**config.mk**
```make
export PLATFORM = sky130hd
export DESIGN_NAME = priority_periodic_task_scheduler_unit
export DESIGN_NICKNAME = d
export VERILOG_FILES = /design/src/rtl/ppts_pkg.sv /design/src/rtl/ppts_ram.sv /design/src/rtl/ppts_dp.sv /design/src/rtl/ppts_ctrl.sv /design/src/rtl/priority_periodic_task_scheduler_unit.sv
export SDC_FILE = /design/constraint.sdc
export NUM_CORES = 2
export LEC_CHECK = 0
export ABC_AREA = 1
export BUFFER_PORTS_ARGS = -buffer_cell sky130_fd_sc_hd__clkbuf_2
export CELL_PAD_IN_SITES_DETAIL_PLACEMENT = 0
export CELL_PAD_IN_SITES_GLOBAL_PLACEMENT = 2
export CORE_ASPECT_RATIO = 0.7
export CORE_MARGIN = 4
export CORE_UTILIZATION = 24
export CTS_BUF_LIST = sky130_fd_sc_hd__clkbuf_8
export CTS_CLUSTER_SIZE = 14
export DETAILED_ROUTE_END_ITERATION = 10
export PLACE_DENSITY = 0.49
export SETUP_SLACK_MARGIN = 0.4
export SLEW_MARGIN = 40
export SYNTH_ARGS = -nofsm -noshare
export SYNTH_HDL_FRONTEND = slang
export SYNTH_HIERARCHICAL = 1
export SYNTH_SLANG_ARGS = --single-unit
export TNS_END_PERCENT = 5
```
**constraint.sdc**
```tcl
create_clock -name clk -period 13.4 [get_ports clk]
set_clock_uncertainty 0.1 [all_clocks]
set_input_delay 4.02 -clock clk [delete_from_list [all_inputs] [get_ports clk]]
set_output_delay 4.02 -clock clk [all_outputs]
set_load 0.005 [all_outputs]
```
**src/rtl/ppts_pkg.sv**
```systemverilog
// package for the priority periodic task scheduler
// beat types, table entry layout, controller commands and defaults; no dependencies
`timescale 1ns / 1ps
`default_nettype none

package ppts_pkg;

    localparam int MAX_TASKS_DEF = 16;
    localparam int LIMIT_W       = 5;
    localparam logic [LIMIT_W-1:0] LIMIT_RESET = 5'd10;

    typedef struct packed {
        logic               mode;
        logic [31:0]        now_ms;
        logic [7:0]         task_id;
        logic [31:0]        delay_ms;
        logic signed [15:0] task_priority;
    } item_t;

    typedef struct packed {
        logic       kind;
        logic       status;
        logic [7:0] fired_task;
        logic       is_last;
    } result_t;

    typedef struct packed {
        logic [7:0]         task_id;
        logic [31:0]        last_run;
        logic [31:0]        period;
        logic signed [15:0] rank;
    } entry_t;

    localparam int ENTRY_W = $bits(entry_t);

    localparam logic MODE_DECLARE = 1'b0;
    localparam logic MODE_TICK    = 1'b1;

    typedef enum logic [1:0] {
        WR_NEW,
        WR_SHIFT,
        WR_STAMP
    } wr_sel_t;

    typedef enum logic [1:0] {
        OUT_ACCEPT,
        OUT_FULL,
        OUT_FIRED
    } out_sel_t;

    typedef struct packed {
        logic     load_item;
        logic     rd_en;
        logic     wr_en;
        wr_sel_t  wr_sel;
        logic     pend_load;
        logic     out_en;
        out_sel_t out_sel;
        logic     out_last;
    } cmd_t;

    typedef struct packed {
        logic due;
        logic rank_lt;
    } stat_t;

endpackage

`default_nettype wire

```
**src/rtl/ppts_ram.sv**
```systemverilog
// generic single write port ram with registered read
// no dependencies
`timescale 1ns / 1ps
`default_nettype none

module ppts_ram #(
    parameter int WIDTH = 8,
    parameter int DEPTH = 16,
    localparam int AW = (DEPTH > 1) ? $clog2(DEPTH) : 1
) (
    input  wire logic             clk,
    input  wire logic             we,
    input  wire logic [AW-1:0]    waddr,
    input  wire logic [WIDTH-1:0] wdata,
    input  wire logic             re,
    input  wire logic [AW-1:0]    raddr,
    output logic      [WIDTH-1:0] rdata
);

    logic [WIDTH-1:0] mem_reg [DEPTH];

    always_ff @(posedge clk)
    begin
        if (we)
        begin
            mem_reg[waddr] <= wdata;
        end
        if (re)
        begin
            rdata <= mem_reg[raddr];
        end
    end

endmodule

`default_nettype wire

```
**src/rtl/ppts_dp.sv**
```systemverilog
// datapath: item register, task table ram, due and rank compares, result register
// depends on ppts_pkg and ppts_ram
`timescale 1ns / 1ps
`default_nettype none

module ppts_dp #(
    parameter int MAX_TASKS = ppts_pkg::MAX_TASKS_DEF,
    localparam int AW = (MAX_TASKS > 1) ? $clog2(MAX_TASKS) : 1
) (
    input  wire logic              clk,
    input  wire logic              rst_n,
    input  wire ppts_pkg::item_t   item,
    input  wire ppts_pkg::cmd_t    cmd,
    input  wire logic [AW-1:0]     rd_addr,
    input  wire logic [AW-1:0]     wr_addr,
    output ppts_pkg::stat_t        stat,
    output logic                   strobe,
    output ppts_pkg::result_t      result
);

    ppts_pkg::item_t   item_reg;
    ppts_pkg::entry_t  rd_entry;
    ppts_pkg::entry_t  wr_entry;
    logic [ppts_pkg::ENTRY_W-1:0] rd_data;
    logic [7:0]        pend_reg;
    logic              strobe_reg;
    ppts_pkg::result_t result_reg;
    ppts_pkg::result_t result_next;
    logic [31:0]       elapsed;

    ppts_ram #(
        .WIDTH (ppts_pkg::ENTRY_W),
        .DEPTH (MAX_TASKS)
    ) u_table (
        .clk   (clk),
        .we    (cmd.wr_en),
        .waddr (wr_addr),
        .wdata (wr_entry),
        .re    (cmd.rd_en),
        .raddr (rd_addr),
        .rdata (rd_data)
    );

    assign rd_entry = rd_data;
    assign elapsed  = item_reg.now_ms - rd_entry.last_run;

    assign stat.due     = elapsed > rd_entry.period;
    assign stat.rank_lt = item_reg.task_priority < rd_entry.rank;

    always_comb
    begin
        wr_entry = rd_entry;
        unique case (cmd.wr_sel)
            ppts_pkg::WR_NEW:
            begin
                wr_entry.task_id  = item_reg.task_id;
                wr_entry.last_run = item_reg.now_ms;
                wr_entry.period   = item_reg.delay_ms;
                wr_entry.rank     = item_reg.task_priority;
            end
            ppts_pkg::WR_SHIFT:
            begin
                wr_entry = rd_entry;
            end
            ppts_pkg::WR_STAMP:
            begin
                wr_entry.last_run = item_reg.now_ms;
            end
            default:
            begin
                wr_entry = rd_entry;
            end
        endcase
    end

    always_comb
    begin
        result_next = '0;
        unique case (cmd.out_sel)
            ppts_pkg::OUT_ACCEPT:
            begin
                result_next.is_last = cmd.out_last;
            end
            ppts_pkg::OUT_FULL:
            begin
                result_next.status  = 1'b1;
                result_next.is_last = cmd.out_last;
            end
            ppts_pkg::OUT_FIRED:
            begin
                result_next.kind       = 1'b1;
                result_next.fired_task = pend_reg;
                result_next.is_last    = cmd.out_last;
            end
            default:
            begin
                result_next = '0;
            end
        endcase
    end

    always_ff @(posedge clk)
    begin
        if (cmd.load_item)
        begin
            item_reg <= item;
        end
        if (cmd.pend_load)
        begin
            pend_reg <= rd_entry.task_id;
        end
        if (cmd.out_en)
        begin
            result_reg <= result_next;
        end
    end

    always_ff @(posedge clk or negedge rst_n)
    begin
        if (!rst_n)
        begin
            strobe_reg <= 1'b0;
        end
        else
        begin
            strobe_reg <= cmd.out_en;
        end
    end

    assign strobe = strobe_reg;
    assign result = result_reg;

endmodule

`default_nettype wire

```
**src/rtl/ppts_ctrl.sv**
```systemverilog
// controller: task count, limit register, declare shift loop and tick walk sequencing
// depends on ppts_pkg
`timescale 1ns / 1ps
`default_nettype none

module ppts_ctrl #(
    parameter int MAX_TASKS = ppts_pkg::MAX_TASKS_DEF,
    localparam int AW = (MAX_TASKS > 1) ? $clog2(MAX_TASKS) : 1,
    localparam int CW = $clog2(MAX_TASKS + 1),
    localparam int LW = (CW > ppts_pkg::LIMIT_W) ? CW : ppts_pkg::LIMIT_W
) (
    input  wire logic                          clk,
    input  wire logic                          rst_n,
    input  wire logic                          start,
    input  wire logic                          mode,
    input  wire logic                          cfg_we,
    input  wire logic [ppts_pkg::LIMIT_W-1:0]  cfg_data,
    input  wire ppts_pkg::stat_t               stat,
    output logic                               busy,
    output ppts_pkg::cmd_t                     cmd,
    output logic [AW-1:0]                      rd_addr,
    output logic [AW-1:0]                      wr_addr
);

    typedef enum logic [2:0] {
        S_IDLE,
        S_SHIFT,
        S_PLACE,
        S_WALK,
        S_FLUSH
    } state_t;

    state_t                         state_reg;
    state_t                         state_next;
    logic [CW-1:0]                  count_reg;
    logic [CW-1:0]                  count_next;
    logic [ppts_pkg::LIMIT_W-1:0]   limit_reg;
    logic [AW-1:0]                  idx_reg;
    logic [AW-1:0]                  idx_next;
    logic                           pend_valid_reg;
    logic                           pend_valid_next;
    logic [LW-1:0]                  eff_limit;
    logic                           full;
    logic                           last_entry;

    assign eff_limit  = (LW'(limit_reg) > LW'(MAX_TASKS)) ? LW'(MAX_TASKS) : LW'(limit_reg);
    assign full       = LW'(count_reg) >= eff_limit;
    assign last_entry = (CW'(idx_reg) + CW'(1)) == count_reg;
    assign busy       = state_reg != S_IDLE;

    always_comb
    begin
        state_next      = state_reg;
        count_next      = count_reg;
        idx_next        = idx_reg;
        pend_valid_next = pend_valid_reg;
        cmd             = '0;
        cmd.wr_sel      = ppts_pkg::WR_NEW;
        cmd.out_sel     = ppts_pkg::OUT_ACCEPT;
        rd_addr         = idx_reg;
        wr_addr         = idx_reg;
        unique case (state_reg)
            S_IDLE:
            begin
                if (start)
                begin
                    cmd.load_item = 1'b1;
                    if (mode == ppts_pkg::MODE_DECLARE)
                    begin
                        if (full)
                        begin
                            cmd.out_en   = 1'b1;
                            cmd.out_sel  = ppts_pkg::OUT_FULL;
                            cmd.out_last = 1'b1;
                        end
                        else if (count_reg == '0)
                        begin
                            idx_next   = '0;
                            state_next = S_PLACE;
                        end
                        else
                        begin
                            cmd.rd_en  = 1'b1;
                            rd_addr    = AW'(count_reg - CW'(1));
                            idx_next   = AW'(count_reg);
                            state_next = S_SHIFT;
                        end
                    end
                    else if (count_reg != '0)
                    begin
                        cmd.rd_en       = 1'b1;
                        rd_addr         = '0;
                        idx_next        = '0;
                        pend_valid_next = 1'b0;
                        state_next      = S_WALK;
                    end
                end
            end
            S_SHIFT:
            begin
                cmd.wr_en = 1'b1;
                if (stat.rank_lt)
                begin
                    cmd.wr_sel   = ppts_pkg::WR_NEW;
                    cmd.out_en   = 1'b1;
                    cmd.out_sel  = ppts_pkg::OUT_ACCEPT;
                    cmd.out_last = 1'b1;
                    count_next   = count_reg + CW'(1);
                    state_next   = S_IDLE;
                end
                else
                begin
                    cmd.wr_sel = ppts_pkg::WR_SHIFT;
                    idx_next   = idx_reg - AW'(1);
                    if (idx_reg == AW'(1))
                    begin
                        state_next = S_PLACE;
                    end
                    else
                    begin
                        cmd.rd_en = 1'b1;
                        rd_addr   = idx_reg - AW'(2);
                    end
                end
            end
            S_PLACE:
            begin
                cmd.wr_en    = 1'b1;
                cmd.wr_sel   = ppts_pkg::WR_NEW;
                cmd.out_en   = 1'b1;
                cmd.out_sel  = ppts_pkg::OUT_ACCEPT;
                cmd.out_last = 1'b1;
                count_next   = count_reg + CW'(1);
                state_next   = S_IDLE;
            end
            S_WALK:
            begin
                if (!last_entry)
                begin
                    cmd.rd_en = 1'b1;
                    rd_addr   = idx_reg + AW'(1);
                end
                if (stat.due)
                begin
                    cmd.wr_en       = 1'b1;
                    cmd.wr_sel      = ppts_pkg::WR_STAMP;
                    cmd.pend_load   = 1'b1;
                    pend_valid_next = 1'b1;
                    if (pend_valid_reg)
                    begin
                        cmd.out_en   = 1'b1;
                        cmd.out_sel  = ppts_pkg::OUT_FIRED;
                        cmd.out_last = 1'b0;
                    end
                end
                if (last_entry)
                begin
                    state_next = S_FLUSH;
                end
                else
                begin
                    idx_next = idx_reg + AW'(1);
                end
            end
            S_FLUSH:
            begin
                if (pend_valid_reg)
                begin
                    cmd.out_en   = 1'b1;
                    cmd.out_sel  = ppts_pkg::OUT_FIRED;
                    cmd.out_last = 1'b1;
                end
                pend_valid_next = 1'b0;
                state_next      = S_IDLE;
            end
            default:
            begin
                state_next = S_IDLE;
            end
        endcase
    end

    always_ff @(posedge clk or negedge rst_n)
    begin
        if (!rst_n)
        begin
            state_reg      <= S_IDLE;
            count_reg      <= '0;
            limit_reg      <= ppts_pkg::LIMIT_RESET;
            idx_reg        <= '0;
            pend_valid_reg <= 1'b0;
        end
        else
        begin
            state_reg      <= state_next;
            count_reg      <= count_next;
            idx_reg        <= idx_next;
            pend_valid_reg <= pend_valid_next;
            if (cfg_we)
            begin
                limit_reg <= cfg_data;
            end
        end
    end

    a_count_bound: assert property (@(posedge clk) disable iff (!rst_n)
        CW'(MAX_TASKS) >= count_reg)
        else $error("task count beyond table size");

    a_new_entry_acked: assert property (@(posedge clk) disable iff (!rst_n)
        (cmd.wr_en && cmd.wr_sel == ppts_pkg::WR_NEW) |-> (cmd.out_en && cmd.out_last))
        else $error("new entry written without declare status");

    a_fired_has_pend: assert property (@(posedge clk) disable iff (!rst_n)
        (cmd.out_en && cmd.out_sel == ppts_pkg::OUT_FIRED) |-> pend_valid_reg)
        else $error("fired beat without pending task");

    a_shift_idx: assert property (@(posedge clk) disable iff (!rst_n)
        (state_reg == S_SHIFT) |-> (idx_reg != '0 && CW'(idx_reg) == count_reg
            || state_reg == S_SHIFT && idx_reg != '0 && $past(state_reg) == S_SHIFT))
        else $error("shift position out of range");

    a_count_step: assert property (@(posedge clk) disable iff (!rst_n)
        (count_reg != $past(count_reg)) |-> (count_reg == $past(count_reg) + CW'(1)))
        else $error("task count moved by other than one");

endmodule

`default_nettype wire

```
**src/rtl/priority_periodic_task_scheduler_unit.sv**
```systemverilog
// top level of the priority periodic task scheduler
// depends on ppts_pkg, ppts_ctrl, ppts_dp (and ppts_ram through ppts_dp)
`timescale 1ns / 1ps
`default_nettype none

// An item is taken when start is high and busy is low. A declare that finds the table
// full answers in the next cycle and leaves busy low. Any other declare moves back the
// entries it passes, at most the current task count, before it places the new one; a
// tick walks every entry, but on an empty table it leaves busy low. The task table is a
// ram with one read and one write port, walked one entry per cycle. Results appear as
// single-cycle strobe beats that the receiver must take as they come; a declare gives
// exactly one beat, a tick one beat per task that is due, in table order, with is_last
// on the final one and no beat at all if nothing is due. task_limit may be written only
// while busy is low.
module priority_periodic_task_scheduler_unit #(
    parameter int MAX_TASKS = ppts_pkg::MAX_TASKS_DEF,
    localparam int AW = (MAX_TASKS > 1) ? $clog2(MAX_TASKS) : 1
) (
    input  wire logic                          clk,
    input  wire logic                          rst_n,
    input  wire logic                          start,
    output logic                               busy,
    input  wire ppts_pkg::item_t               item,
    output logic                               strobe,
    output ppts_pkg::result_t                  result,
    input  wire logic                          cfg_we,
    input  wire logic [ppts_pkg::LIMIT_W-1:0]  cfg_data
);

    ppts_pkg::cmd_t  cmd;
    ppts_pkg::stat_t stat;
    logic [AW-1:0]   rd_addr;
    logic [AW-1:0]   wr_addr;

    ppts_ctrl #(
        .MAX_TASKS (MAX_TASKS)
    ) u_ctrl (
        .clk      (clk),
        .rst_n    (rst_n),
        .start    (start),
        .mode     (item.mode),
        .cfg_we   (cfg_we),
        .cfg_data (cfg_data),
        .stat     (stat),
        .busy     (busy),
        .cmd      (cmd),
        .rd_addr  (rd_addr),
        .wr_addr  (wr_addr)
    );

    ppts_dp #(
        .MAX_TASKS (MAX_TASKS)
    ) u_dp (
        .clk     (clk),
        .rst_n   (rst_n),
        .item    (item),
        .cmd     (cmd),
        .rd_addr (rd_addr),
        .wr_addr (wr_addr),
        .stat    (stat),
        .strobe  (strobe),
        .result  (result)
    );

endmodule

`default_nettype wire
```
==> impl_metrics.csv <==
group,metric,value,unit
sta,setup_viol,0,
clock_tree,cts_buffer_depth,4,
synthesis,yosysWarnings,6,
finish,syn_to_final_growth,15.9,%
clock_tree,cts_buffers,300,
finish,final_core_util,0.280,
pwr,leakage,35.5,nW
drt,num_vias,48400,
worst_setup_path,crit_type,"in2reg",
synthesis,syn-num-nets,7286,
worst_setup_path,cp_slowest_cell,"buf_12",
global_routing,grt_first_pass_wirelength,367000,um
drt,wl_met3,7660,um
drt,post_drt_via_cell_ratio,4.19,
status,status,"finished clean",
clock_tree,hold_buffers,0,
clock_tree,htreeDepth,5,
clock_tree,clkSlewWorstSetupHoldPaths,0.07,ns
sta,worst_hold_slack,0.361,ns
hold_path,hp-class,"reg2reg",
clock_tree,cts.sinks,1622,
synthesis,synthCells,7095,
worst_setup_path,reg2reg_slack,6.88,ns
synthesis,syn_avg_cell_area,10.2,sq um
pwr,ir_drop,62.7,uV
drt,met2WireLength,117000,um
place,gp_congestion,0.744,
global_routing,grtUsageTotal,0.163,
finish,layout_commonest_cell,"nand2_1",
sta,hold_violations,0,
drt,dr.max_layer_used,"met4",
drt,ant_nets,0,
place,dp_hpwl,133000,um
sta,worst_slack,6.22,ns
die,start_util,0.242,
die,die_w,665,um
global_routing,overflow,0,
worst_setup_path,max_stage_delay,0.60,ns
worst_setup_path,path_cells,"clkbuf_2 -> nand2_1 -> inv_6 -> nand3_1 -> nand3_4 -> buf_12 -> buf_16 -> buf_12 -> nand2_1 -> nand3_1 -> nand3_1 -> nand3_1 -> nand2_1",
job,maxCapViolations,0,
drt,drt_wl_total,257000,um
sta,slew_headroom,0.397,
worst_setup_path,timing.rr.end,"u_dp/u_table/mem_reg[11][73]$_DFFE_PP_",
worst_setup_path,r2r_start,"u_dp/item_reg[68]$_DFFE_PP_",
place,place_area,78500,sq um
worst_setup_path,path_depth,13,
worst_setup_path,cp-endpoint,"u_dp/u_table/rdata[41]$_DFFE_PP_",
sta,finalCritPeriodShare,0.536,
clock_tree,cts_tree,"done",
worst_setup_path,startpoint,"start",
worst_setup_path,end_kind,"flop",
sta,rsz0062_at_grt,"false",
die,pin_count,111,
worst_setup_path,worstPathRequired,13.97,ns
sta,setup_tns,0,ns
worst_setup_path,critical_path.startpoint_type,"input port",
finish,mostFrequentLayoutCells,"nand2_1, edfxtp_1, inv_1",
synthesis,synth_top_flop_cell,"edfxtp_1",
worst_setup_path,path_buf_inv,5,
finish,layout-drive-gt1-share,0.0969,
die,fp.dieH,468,um
die,rows,168,
finish,postLayoutCellArea,83900,sq um
worst_setup_path,reg2regPathDepth,24,
synthesis,ys_seq_area_frac,0.671,
synthesis,netlist_area,72400,sq um
drt,firstDrtPassIters,5,
global_routing,grt_max_degree,160,
worst_setup_path,arrival,7.75,ns
hold_path,hold_depth,0,
pwr,p_per_area,118,nW/um^2
sta,max_freq,139,MHz
finish,largest_register_ffs,1408,
worst_setup_path,crit_fanout,127,
global_routing,antenna_found_initial,4,
place,dp_slack,5.28,ns
synthesis,yosysUniqueCellTypes,44,
synthesis,async_flop_share,0.0117,
sta,slew_viol_final,0,
die,core_region_area,300000,sq um
clock_tree,insertion_delay,0.96,ns
global_routing,first_global_vias,48100,
drt,drtIter0Drc,3006,
drt,drc,0,
place,portBuffers,110,
clock_tree,clockRootBuffer,"clkbuf_8",
synthesis,synth_edf_count,1603,
die,die-area,311000,sq um
sta,worst_pin_slew,0.905,ns
clock_tree,cts_resized,0,
worst_setup_path,crit_family,"buffers and inverters",
worst_setup_path,critPathMostFrequentCell,"nand3_1",
drt,drt-wirelength-per-cell,22.3,um
drt,wl_met1,128000,um
clock_tree,cts_setup_buffers,0,
sta,period_needed,7.18,ns
synthesis,synth-seq-cells,1622,
finish,nNetsFinal,7521,
cell type report:
cell class                 instances  area, sq um
clock inverter                   208          990
tap                             3995         5000
clock buffer                     307         4230
sequential                      1622        48600
multi-input combinational       3852        17800
inverter                        1307         4960
antenna                            3         7.51
fill                           31500       216000
timing repair buffer             247         2350
how the worst min path moves through the flow:
stage               slack (ns)                        startpoint                          to
global route              0.38  u_dp/u_table/rdata[86]$_DFFE_PP_  u_dp/pend_reg[6]$_DFFE_PP_
detailed placement        0.35  u_dp/u_table/rdata[86]$_DFFE_PP_  u_dp/pend_reg[6]$_DFFE_PP_
global placement          0.35  u_dp/u_table/rdata[86]$_DFFE_PP_  u_dp/pend_reg[6]$_DFFE_PP_
floorplan                 0.32  u_dp/u_table/rdata[80]$_DFFE_PP_  u_dp/pend_reg[0]$_DFFE_PP_
CTS                       0.36  u_dp/u_table/rdata[86]$_DFFE_PP_  u_dp/pend_reg[6]$_DFFE_PP_
finish                    0.36  u_dp/u_table/rdata[86]$_DFFE_PP_  u_dp/pend_reg[6]$_DFFE_PP_
logic make-up after synthesis:
family                   after synthesis  synth area share
AND/OR/NAND/NOR                     3554             0.207
flip-flops                          1622             0.671
buffers and inverters               1621            0.0881
AO/OA/AOI/OAI                        167            0.0121
adder cells (fa/ha/maj)               93            0.0162
XOR/XNOR                              25           0.00302
multiplexers                          13           0.00202
power breakdown:
group / switching, mW / internal (mW) / total [mW]
combinational: 0.0182 / 0.0144 / 0.0326
clock: 2.20 / 2.20 / 4.40
sequential: 0.00118 / 5.50 / 5.50
total: 2.22 / 7.71 / 9.93
cell usage after synthesis, types with 6 or more instances:
cell type  number  area (sq um)
nor2_2         10          62.6
nand2_4         6          67.6
nor2_4          6          67.6
buf_2         196           981
buf_1          48           180
edfxtp_1     1603         48100
nor2_1        116           435
nand3_1      1121          5610
nand2_2        18           113
nor3_1          8          40.0
clkbuf_1       59           221
buf_4           9          67.6
mux2_2         13           146
xor2_1         23           201
nand2_1      2244          8420
inv_2          10          37.5
a21oi_1        81           405
inv_1        1294          4860
ha_1           92          1150
nand4_1        11          68.8
dfrtp_1        17           425
o21ai_0        68           340
metrics by stage:
stage / power (mW) / std cells
2_1_floorplan: 5.61 / 7095
3_3_place_gp: 5.64 / 11000
3_5_place_dp: 5.64 / 11000
4_1_cts: 10.2 / 11500
5_1_grt: 10.4 / 11500
6_report: 9.93 / 11500
routing by layer:
layer | global-route usage | vias up
li1 | - | 23500
met1 | 0.234 | 23900
met2 | 0.261 | 714
met3 | 0.0202 | 303
met4 | 0.0350 | 0
met5 | 0 | -
Power figures use the tool's default switching activity.
